--- config.mk ---
export PLATFORM = sky130hd
export DESIGN_NAME = ehb_divider
export DESIGN_NICKNAME = d
export VERILOG_FILES = /design/src/hdl/ehb_pkg.sv /design/src/hdl/ehb_divider.sv
export SDC_FILE = /design/constraint.sdc
export NUM_CORES = 1
export LEC_CHECK = 0
export BUFFER_PORTS_ARGS = -buffer_cell sky130_fd_sc_hd__buf_2
export CORE_MARGIN = 1
export CORE_UTILIZATION = 40
export CTS_CLUSTER_SIZE = 40
export DETAILED_ROUTE_END_ITERATION = 6
export MAX_ROUTING_LAYER = met4
export PLACE_DENSITY = 0.69
export SETUP_SLACK_MARGIN = 0.4
export SLEW_MARGIN = 20
export SYNTH_ARGS = -nofsm -noshare
export SYNTH_HDL_FRONTEND = slang
export SYNTH_SLANG_ARGS = --single-unit
--- constraint.sdc ---
create_clock -name clk_i -period 2.9 [get_ports clk_i]
set_clock_uncertainty 0.1 [all_clocks]
set_input_delay 0.725 -clock clk_i [delete_from_list [all_inputs] [get_ports clk_i]]
set_output_delay 0.725 -clock clk_i [all_outputs]
set_load 0.005 [all_outputs]
--- src/hdl/ehb_pkg.sv ---
// Package of the energy histogram binner: field widths, codes, request and
// response types. Depends on nothing.
package ehb_pkg;

  localparam int unsigned ENERGY_W        = 24;
  localparam int unsigned DIVIDEND_W      = 23;
  localparam int unsigned SEL_W           = 12;
  localparam int unsigned BW_W            = 16;
  localparam int unsigned BIU_W           = 13;
  localparam int unsigned REPORT_W        = 32;
  localparam int unsigned CFG_IDX_W       = 1;
  localparam int unsigned DIV_CNT_W       = $clog2(DIVIDEND_W);

  localparam logic [BW_W-1:0]  BIN_WIDTH_RST   = 16'd16;
  localparam logic [BIU_W-1:0] BINS_IN_USE_RST = 13'd4096;

  typedef enum logic [1:0] {
    OP_ADD   = 2'd0,
    OP_READ  = 2'd1,
    OP_CLEAR = 2'd2
  } op_e;

  typedef enum logic [CFG_IDX_W-1:0] {
    CFG_BIN_WIDTH   = 1'b0,
    CFG_BINS_IN_USE = 1'b1
  } cfg_reg_e;

  typedef enum logic [2:0] {
    ST_CLEAR,
    ST_IDLE,
    ST_DIV,
    ST_READ,
    ST_UPDATE
  } state_e;

  typedef struct packed {
    logic [1:0]                 op;
    logic signed [ENERGY_W-1:0] energy;
    logic [SEL_W-1:0]           bin_select;
  } req_t;

  typedef struct packed {
    logic                counted;
    logic [SEL_W-1:0]    bin_index;
    logic [REPORT_W-1:0] bin_count;
  } rsp_t;

  typedef struct packed {
    logic                  done;
    logic [DIVIDEND_W-1:0] quotient;
    logic [BW_W-1:0]       remainder;
  } div_rsp_t;

endpackage

--- src/hdl/ehb_divider.sv ---
// Bit-serial restoring divider: one quotient bit per cycle.
// Depends on ehb_pkg.
module ehb_divider
  import ehb_pkg::*;
(
  input  logic                  clk_i,
  input  logic                  rst_ni,
  input  logic                  start_i,
  input  logic [DIVIDEND_W-1:0] dividend_i,
  input  logic [BW_W-1:0]       divisor_i,
  output div_rsp_t              result_o
);

  logic                  run_q, run_d;
  logic                  done_q, done_d;
  logic [DIV_CNT_W-1:0]  cnt_q, cnt_d;
  logic [DIVIDEND_W-1:0] quo_q, quo_d;
  logic [BW_W-1:0]       rem_q, rem_d;
  logic [BW_W-1:0]       div_q, div_d;
  logic [BW_W:0]         rem_sh;
  logic [BW_W:0]         trial;
  logic                  fits;

  always_comb begin
    rem_sh = {rem_q, quo_q[DIVIDEND_W-1]};
    trial  = rem_sh - {1'b0, div_q};
    fits   = rem_sh >= {1'b0, div_q};
  end

  always_comb begin
    run_d  = run_q;
    done_d = 1'b0;
    cnt_d  = cnt_q;
    quo_d  = quo_q;
    rem_d  = rem_q;
    div_d  = div_q;
    if (start_i) begin
      run_d = 1'b1;
      cnt_d = '0;
      quo_d = dividend_i;
      rem_d = '0;
      div_d = divisor_i;
    end else if (run_q) begin
      quo_d = {quo_q[DIVIDEND_W-2:0], fits};
      rem_d = fits ? trial[BW_W-1:0] : rem_sh[BW_W-1:0];
      cnt_d = cnt_q + 1'b1;
      if (cnt_q == DIV_CNT_W'(DIVIDEND_W - 1)) begin
        run_d  = 1'b0;
        done_d = 1'b1;
      end
    end
  end

  always_ff @(posedge clk_i or negedge rst_ni) begin
    if (!rst_ni) begin
      run_q  <= 1'b0;
      done_q <= 1'b0;
      cnt_q  <= '0;
    end else begin
      run_q  <= run_d;
      done_q <= done_d;
      cnt_q  <= cnt_d;
    end
  end

  always_ff @(posedge clk_i) begin
    quo_q <= quo_d;
    rem_q <= rem_d;
    div_q <= div_d;
  end

  assign result_o = '{done: done_q, quotient: quo_q, remainder: rem_q};

endmodule

==> impl_results.md, run 1 <==
* Mapped cell area at 3490 sq um
* Post-Route Utilization at 53.9%
* Clock Root Buffer: clkbuf_8
* Drt pass-1 iters at 4
* Share of cells above drive strength 1 at 41.8%
* Design area at 4500 sq um
* Vias in the first global route at 2601
* DR vias at 2881
* ANT cells at 0
* CP Launch Type: flop
* Critical path arrival at 2560 ps
* Die area at 9110 sq um
* Worst-path fanout max at 8
* Initial antenna violation count at 0
* FF-to-FF Start: div_q[8]$_DFFE_PP_
* Total power at 2520 uW
* Avg Inst Size Synth at 10.7 sq um
* Setup crit end kind: flop
* TritonCTS clock tree: built
* Synth Net Count at 388
* RSZ-0062 raised after global routing: yes
* Yosys warning count at 0
* Max-Slew Margin vs Limit at 65.2%
* Top post-synthesis cells by area: edfxtp_1 (34%), dfxtp_1 (9.2%), mux2_2 (7.4%)
* Fin crit period at 2470 ps
* Seq/Total Area, Yosys at 47.7%
* Max frequency at 405 MHz
* GP Congestion at 0.902
* Asr flop ratio synth at 11.3%
* DR WL/cell at 15.6 um
* FF+latch count, synth at 62
* Final Hold Viols at 0
* Syn Inst Count at 327
* H-Tree Depth at 3
* HPWL after DPL at 5.92 mm
* Placed inst area at 4070 sq um
* Num CTS Buffers at 9
* Core footprint at 8340 sq um
* Worst IR drop on VDD at 0.261 mV
* Distinct cells, synth at 57
* Worst hold path class: in2async
* Outcome: completed
* Clock transition time at the flip-flop clock pins of the worst setup and hold paths at 80 ps
* Post-synth top area share at 33.5%
* Final ANT Viol Nets at 0
* Pre-CTS WS at 197 ps
* Clk buf depth at 2
* DRC Markers at 0
* Grt ovf at 0
* Via-to-Cell Ratio at 5.43
* Setup TNS Final at 0 ps
* CTS Hold Buffers Added at 0
* Largest net degree at the start of global routing at 27
* PortBufs at 81
* Max-cap violations at 0
* Final Routed Wirelength at 8.30 mm
* CP Launch Point: div_q[8]$_DFFE_PP_
* Cell area power density at 559 nW/um^2
* Initial Util at 41.9%
* Lkg Pwr at 0.00193 uW
* Die width at 95.5 um
* Crit path kind: reg2reg
* GRT Util Overall at 19.1%
* Ys flop type: edfxtp_1
* Largest area contributor in the netlist: edfxtp_1
* Later-pin clock latency in the skew report at 340 ps
* EDFF count, synth at 39
* Slew Limit Fails at 0
* Final worst-path cycle share at 85.2%
* First-pass GRT wire length at 12.7 mm
* CP Data Required Time at 2990 ps
* Initial DRC count at 219
* Worst-Margin Slew at 522 ps
* Die height at 95.5 um
* Num rows at 33
* Final setup violation count at 0
* Setup ws final at 429 ps
* IO Pins at 82
* Post-layout nets at 482
* # clock sinks at 62
* Synthesis-to-layout area growth at 28.8%
==> critical path: stages, from the launching register on <==
cell and delay (ps):
edfxtp_1 410, inv_2 90, ha_4 220, a21o_1 200, a221o_1 340, and2_4 180, o31a_1 330, buf_6 160
o211ai_1 190, a311oi_1 110
==> power breakdown <==
| part | total, uW | leakage, uW | internal, uW | switching (uW) |
|---|---|---|---|---|
| combinational | 583 | 0.00120 | 284 | 299 |
| clock | 852 | 0.000106 | 487 | 365 |
| sequential | 1080 | 0.000623 | 1020 | 56.6 |
==> cell usage in the layout, fill, tap and decap left out, types with 5 or more instances in the layout <==
| cell | n |
|---|---|
| o21ai_0 | 7 |
| ha_1 | 12 |
| nand3b_1 | 5 |
| nor2_1 | 29 |
| xnor2_1 | 6 |
| buf_4 | 19 |
| a21oi_1 | 6 |
| inv_1 | 16 |
| nand2_1 | 12 |
| a311oi_1 | 5 |
| clkbuf_8 | 9 |
| dfrtp_1 | 7 |
| nor3_1 | 8 |
| a21o_1 | 7 |
| o21ai_1 | 6 |
| mux2_2 | 23 |
| buf_2 | 81 |
| dfxtp_1 | 13 |
| nand3_1 | 11 |
| xor2_1 | 7 |
| edfxtp_1 | 39 |
==> cell families (layout without fill, tap and decap cells) <==
logic type / Yosys count / after routing / synth area share [%]
AO/OA/AOI/OAI: 68 / 68 / 14.1
XOR/XNOR: 13 / 13 / 3.26
adder cells (fa/ha/maj): 19 / 19 / 7.02
buffers and inverters: 39 / 138 / 4.76
flip-flops: 62 / 62 / 47.7
multiplexers: 25 / 25 / 7.98
AND/OR/NAND/NOR: 101 / 101 / 15.2
==> registers in the layout, summed over array words and instances, names as in the netlist <==
register,cells
cnt_q,5
div_q,16
done_q,1
quo_q,23
rem_q,16
run_q,1
==> through the flow <==
step / cells / hold slack, ps
2_1_floorplan: 327 / 329
3_3_place_gp: 503 / 414
3_5_place_dp: 503 / 419
4_1_cts: 523 / 94.9
5_1_grt: 531 / 92.9
6_report: 531 / 105
==> repair_timing <==
item | CTS | global route
endpoints found under the hold margin | 0 | 0
setup buffers | 3 | 8
resized for setup | 9 | 21
endpoints found under the setup margin | 16 | 17
cloned | 1 | 0
pin swaps | 2 | 12
==> synthesized netlist by cell type (12+ instances only) <==
cell	instances
edfxtp_1	39
nor2_1	29
mux2_2	23
inv_1	20
ha_1	18
dfxtp_1	16
clkbuf_1	13
nand2_1	13
nand3_1	12
==> layout make-up <==
type | count | area [sq um]
tap | 105 | 131
clock buffer | 9 | 124
inverter | 20 | 75.1
clock inverter | 7 | 97.6
timing repair buffer | 102 | 571
fill | 726 | 3840
multi-input combinational | 226 | 1830
sequential | 62 | 1670
==> path summary, 6_finish.rpt <==
kind	to	slack, ps	depth (start not counted)
max	rem_q[7]$_SDFFE_PP0P_	430	9
min	done_q$_DFF_PN0_	110	1
max reg2reg	rem_q[7]$_SDFFE_PP0P_	430	9
min reg2reg	rem_q[8]$_SDFFE_PP0P_	430	2
max in group asynchronous	cnt_q[3]$_DFFE_PN0P_	2440	1
min in group clk_i	rem_q[8]$_SDFFE_PP0P_	430	2
==> routing by layer <==
metal | vias up | part of all wire (%) | global-route usage (%)
met5 | - | 0 | -
met4 | 0 | 1.8 | 8.08
met3 | 14 | 6.0 | 3.51
met2 | 110 | 46 | 28.8
met1 | 1350 | 46 | 25.2
li1 | 1407 | - | -
Power figures use the tool's default switching activity.
==> run 2, diff against run 1 <==
Settings changed: GPL_TIMING_DRIVEN set to 0, HOLD_SLACK_MARGIN set to 0.12, SLEW_MARGIN 20 to unset.
==> impl_results.md, run 2 (synthesis results as in run 1) <==
* Outcome: completed
* Total power at 2320 uW
* Initial Util at 41.9%
* Via-to-Cell Ratio at 5.41
* CP Data Required Time at 2990 ps
* Crit path top cell by count: buf_6
* Worst-Margin Slew at 533 ps
* Grt ovf at 0
* Num rows at 33
* Final Routed Wirelength at 8.17 mm
* Reg2reg end: rem_q[7]$_SDFFE_PP0P_
* Cell area power density at 518 nW/um^2
* TritonCTS clock tree: built
* Final ANT Viol Nets at 0
* Commonest non-fill, non-tap cell in the layout: buf_2
* IO Pins at 82
* H-Tree Depth at 3
* Final worst-path cycle share at 89.3%
* Drt pass-1 iters at 4
* GRT Util Overall at 18.8%
* CP max stage delay at 390 ps
* Setup TNS Final at 0 ps
* RSZ-0062 raised after global routing: yes
* Biggest regs: quo_q: 23 flops, div_q: 16 flops, rem_q: 16 flops
* Hold Path Depth at 2
* Leading cell types in the layout, fill and taps excluded: buf_2 (81), edfxtp_1 (39), nor2_1 (29)
* Die area at 9110 sq um
* Hold EP: rem_q[5]$_SDFFE_PP0P_
* CP cell instances: inv_1 > ha_4 > and3_4 > a221o_1 > and2_4 > buf_6 > o31a_1 > buf_6 > buf_12 > o211ai_1 > a311oi_1
* R2R Setup Slk at 310 ps
* Fin crit period at 2590 ps
* Post-Route Utilization at 53.8%
* DR vias at 2936
* ANT cells at 0
* Die width at 95.5 um
* Max-Slew Margin vs Limit at 64.5%
* Slew Limit Fails at 0
* Hold Startpoint: rem_q[5]$_SDFFE_PP0P_
* Post-layout nets at 494
* Filler cells at 743
* Die height at 95.5 um
* Clk buf depth at 2
* Reg2Reg Depth at 11
* GRT Max-Usage Layer: met2
* GP Congestion at 0.898
* Clock Root Buffer: clkbuf_8
* Core footprint at 8340 sq um
* Placed Cells at 513
* Initial antenna violation count at 0
* DRC Markers at 0
* # clock sinks at 62
* HPWL after DPL at 5.93 mm
* Setup crit end kind: flop
* Max reg flops at 23
* Max-cap violations at 0
* DR WL/cell at 15.0 um
* PortBufs at 81
* Worst-path fanout max at 7
* Worst IR drop on VDD at 0.252 mV
* Final Non-Filler Cells at 543
* CP Launch Type: flop
* Largest net degree at the start of global routing at 24
* Initial DRC count at 179
* Crit path kind: reg2reg
* Final Hold Viols at 0
* First-pass GRT wire length at 12.6 mm
* Share of cells above drive strength 1 at 39.7%
* Worst hold path class: reg2reg
* Critical-path top delay cell: edfxtp_1
* FF-to-FF Start: div_q[7]$_DFFE_PP_
* Met1 usage at 23.0%
* Synthesis-to-layout area growth at 28.4%
* Final setup violation count at 0
* Met3 GRT Util at 4.47%
* Num CTS Buffers at 9
* Critical path arrival at 2680 ps
* Vias in the first global route at 2730
* WHS at 439 ps
* Clock transition time at the flip-flop clock pins of the worst setup and hold paths at 70 ps
* Max frequency at 386 MHz
* Later-pin clock latency in the skew report at 350 ps
* Lkg Pwr at 0.00195 uW
* Global Route met2 Usage at 29.3%
* Most flops, register: quo_q
run 2: cell types whose count changed in the layout (fill, tap and decap cells not counted), sizes merged:
cell,delta
clkinvlp,-2
buf,-2
bufinv,-2
dlygate4sd3,+1
clkbuf,+13
clkinv,+4
run 2: timing repair:
item / 4_1_cts / 5_1_grt
buffers inserted: 7 / 6
setup endpoints to repair: 39 / 40
hold endpoints to repair: 7 / 0
gates resized for setup: 9 / 24
hold buffers: 1 / 0
pin swaps: 9 / 13
run 2: cell type report:
class / count / area, sq um / share of cell area [%]
buffer: 19 / 105 / 2.34
clock buffer: 9 / 124 / 2.76
clock inverter: 7 / 48.8 / 1.09
inverter: 20 / 75.1 / 1.67
multi-input combinational: 226 / 1800 / 40.2
sequential: 62 / 1670 / 37.2
tap: 105 / 131 / 2.93
timing repair buffer: 95 / 529 / 11.8
run 2: how the worst max path moves through the flow:
stage,endpoint,startpoint
global placement,quo_q[0]$_DFFE_PP_,start_i
floorplan,rem_q[4]$_SDFFE_PP0P_,div_q[9]$_DFFE_PP_
global route,rem_q[7]$_SDFFE_PP0P_,div_q[8]$_DFFE_PP_
detailed placement,quo_q[16]$_DFFE_PP_,start_i
finish,rem_q[7]$_SDFFE_PP0P_,div_q[7]$_DFFE_PP_
CTS,rem_q[7]$_SDFFE_PP0P_,div_q[6]$_DFFE_PP_
run 2: where the power goes:
group / total (uW) / internal (uW) / leakage, uW / switching, uW
Sequential: 1080 / 1020 / 0.000623 / 59.9
Clock: 676 / 311 / 0.0000910 / 365
Combinational: 564 / 277 / 0.00124 / 287
Total: 2320 / 1610 / 0.00195 / 711
run 2: routing by layer:
metal  share of wire (%)  vias up
met1                  46     1367
li1                    -     1432
met5                   0        -
met2                  45      108
met3                 5.5       29
met4                 3.0        0
run 2: stage by stage:
stage	area [sq um]	setup slack [ps]
finish	4490	312
global route	4490	208
CTS	4370	313
detailed placement	4090	-20.6
global placement	4090	16.7
floorplan	3550	396
run 2: critical path: cells and delay by family (launching register included):
kind / cells / cell delay [ps]
AOI/OAI and AO/OA: 4 / 940
buffers and inverters: 4 / 470
adders and majority gates: 1 / 220
DFF: 1 / 390
and+or+nand+nor: 2 / 310
==> run 3, diff against run 2 <==
Settings changed: MAX_ROUTING_LAYER met4 to unset, PLACE_DENSITY 0.69 to 0.66.
==> impl_results.md, run 3 (synthesis results as in run 1) <==
* Outcome: completed
* Num rows at 33
* Max frequency at 383 MHz
* Worst hold path class: reg2reg
* Die width at 95.5 um
* Num CTS Buffers at 9
* Grt ovf at 0
* CP Data Required Time at 3000 ps
* Setup TNS Final at 0 ps
* Switch Pwr at 723 uW
* Max-cap violations at 0
* Max-Slew Margin vs Limit at 63.5%
* GRT Util Overall at 19.0%
* Clk buf depth at 2
* Biggest regs: quo_q: 23 flops, div_q: 16 flops, rem_q: 16 flops
* Via-to-Cell Ratio at 5.30
* Final Routed Wirelength at 8.21 mm
* Lkg Pwr at 0.00198 uW
* Sequential share of power at 44.8%
* Post-Route Utilization at 54.3%
* FF-to-FF Start: div_q[9]$_DFFE_PP_
* Combinational power share at 23.1%
* Reg2reg end: rem_q[7]$_SDFFE_PP0P_
* R2R Setup Slk at 290 ps
* Die area at 9110 sq um
* DRC Markers at 0
* Clock network power share at 32.1%
* DR vias at 2882
* # clock sinks at 62
* Leading cell types in the layout, fill and taps excluded: buf_2 (81), edfxtp_1 (39), nor2_1 (28)
* Int Pwr at 1700 uW
* Filler cells at 752
* Worst IR drop on VDD at 0.274 mV
* Synthesis-to-layout area growth at 29.5%
* Initial DRC count at 147
* ANT cells at 0
* DR WL/cell at 15.1 um
* Slew Limit Fails at 0
* Crit path kind: reg2reg
* PortBufs at 81
* Critical path arrival at 2720 ps
* GP Congestion at 0.881
* H-Tree Depth at 3
* TritonCTS clock tree: built
* Clock transition time at the flip-flop clock pins of the worst setup and hold paths at 70 ps
* Largest net degree at the start of global routing at 24
* Worst-Margin Slew at 548 ps
* Clock Root Buffer: clkbuf_8
* Commonest non-fill, non-tap cell in the layout: buf_2
* Setup crit end kind: flop
* Cell area power density at 535 nW/um^2
* IO Pins at 82
* Share of cells above drive strength 1 at 40.8%
* Core footprint at 8340 sq um
* HPWL after DPL at 5.87 mm
* Hold Path Depth at 2
* Final ANT Viol Nets at 0
* CP Launch Type: flop
* Final Hold Viols at 0
* Most flops, register: quo_q
* Placed inst area at 4090 sq um
* Initial antenna violation count at 0
* Drt pass-1 iters at 5
* Reg2Reg Depth at 11
* Design area at 4530 sq um
* Final Non-Filler Cells at 544
* Max reg flops at 23
* Later-pin clock latency in the skew report at 360 ps
* Crit path capture: rem_q[7]$_SDFFE_PP0P_
* Total power at 2420 uW
* Final setup violation count at 0
* CP Launch Point: div_q[9]$_DFFE_PP_
* Fin crit period at 2610 ps
* First-pass GRT wire length at 12.8 mm
* RSZ-0062 raised after global routing: yes
* Sw Share at 29.9%
* Worst-path fanout max at 4
* Initial Util at 41.9%
* Post-layout nets at 495
* Placed Cells at 513
* Die height at 95.5 um
* Final worst-path cycle share at 90.1%
* Vias in the first global route at 2677
-- run 3: changes by cell type in the layout (fill, tap and decap cells not counted), sizes merged --
cell,delta
bufinv,+1
clkinv,-2
buf,+1
clkinvlp,+1
-- run 3: worst min-delay path by stage --
stage,from,to,slack [ps]
global route,divisor_i[14],div_q[14]$_DFFE_PP_,420
floorplan,rst_ni,cnt_q[0]$_DFFE_PN0P_,330
CTS,divisor_i[14],div_q[14]$_DFFE_PP_,430
detailed placement,rem_q[5]$_SDFFE_PP0P_,rem_q[5]$_SDFFE_PP0P_,430
finish,rem_q[6]$_SDFFE_PP0P_,rem_q[6]$_SDFFE_PP0P_,430
global placement,rem_q[5]$_SDFFE_PP0P_,rem_q[5]$_SDFFE_PP0P_,420
-- run 3: power by group through the flow --
stage | Clock [uW] | Combinational [uW] | Sequential, uW
3_5_place_dp | 0 | 506 | 1100
4_1_cts | 789 | 540 | 1080
6_report | 777 | 558 | 1080
5_1_grt | 827 | 622 | 1090
3_3_place_gp | 0 | 497 | 1100
2_1_floorplan | 0 | 338 | 1090
-- run 3: metrics by stage --
stage | worst slack [ps] | hold WS (ps)
finish | 286 | 426
global route | 220 | 420
CTS | 332 | 430
detailed placement | -48.2 | 429
global placement | -24.2 | 424
floorplan | 396 | 329
-- run 3: timing repair --
action,in CTS,in global routing
endpoints found under the setup margin,39,39
pin swaps,11,14
buffers inserted,10,3
resized for setup,24,13
gates cloned,1,0
endpoints found under the hold margin,7,0
hold buffers,1,0
-- run 3: worst max-delay path, cell delays in order, from the launching register on --
cell and delay (ps):
edfxtp_1 380, inv_2 80, ha_4 200, and3_4 180
a221o_1 390, and2_4 160, buf_6 120, o31a_1 300
buf_6 130, buf_6 110, o211ai_1 200, a311oi_2 130
-- run 3: area by class of cell --
type / instances / area [sq um] / area share (%)
tap: 105 / 131 / 2.90
inverter: 20 / 75.1 / 1.66
timing repair buffer: 96 / 532 / 11.8
clock buffer: 9 / 124 / 2.74
sequential: 62 / 1670 / 37.0
multi-input combinational: 226 / 1810 / 40.1
buffer: 19 / 103 / 2.27
clock inverter: 7 / 73.8 / 1.63
-- run 3: layer usage --
| layer | vias to the layer above | track usage (%) | wire length, um |
|---|---|---|---|
| met2 | 104 | 30.4 | 3650 |
| met4 | 0 | 9.95 | 154 |
| li1 | 1435 | - | - |
| met1 | 1330 | 24.4 | 3810 |
| met3 | 13 | 3.51 | 596 |
| met5 | - | 0 | 0 |
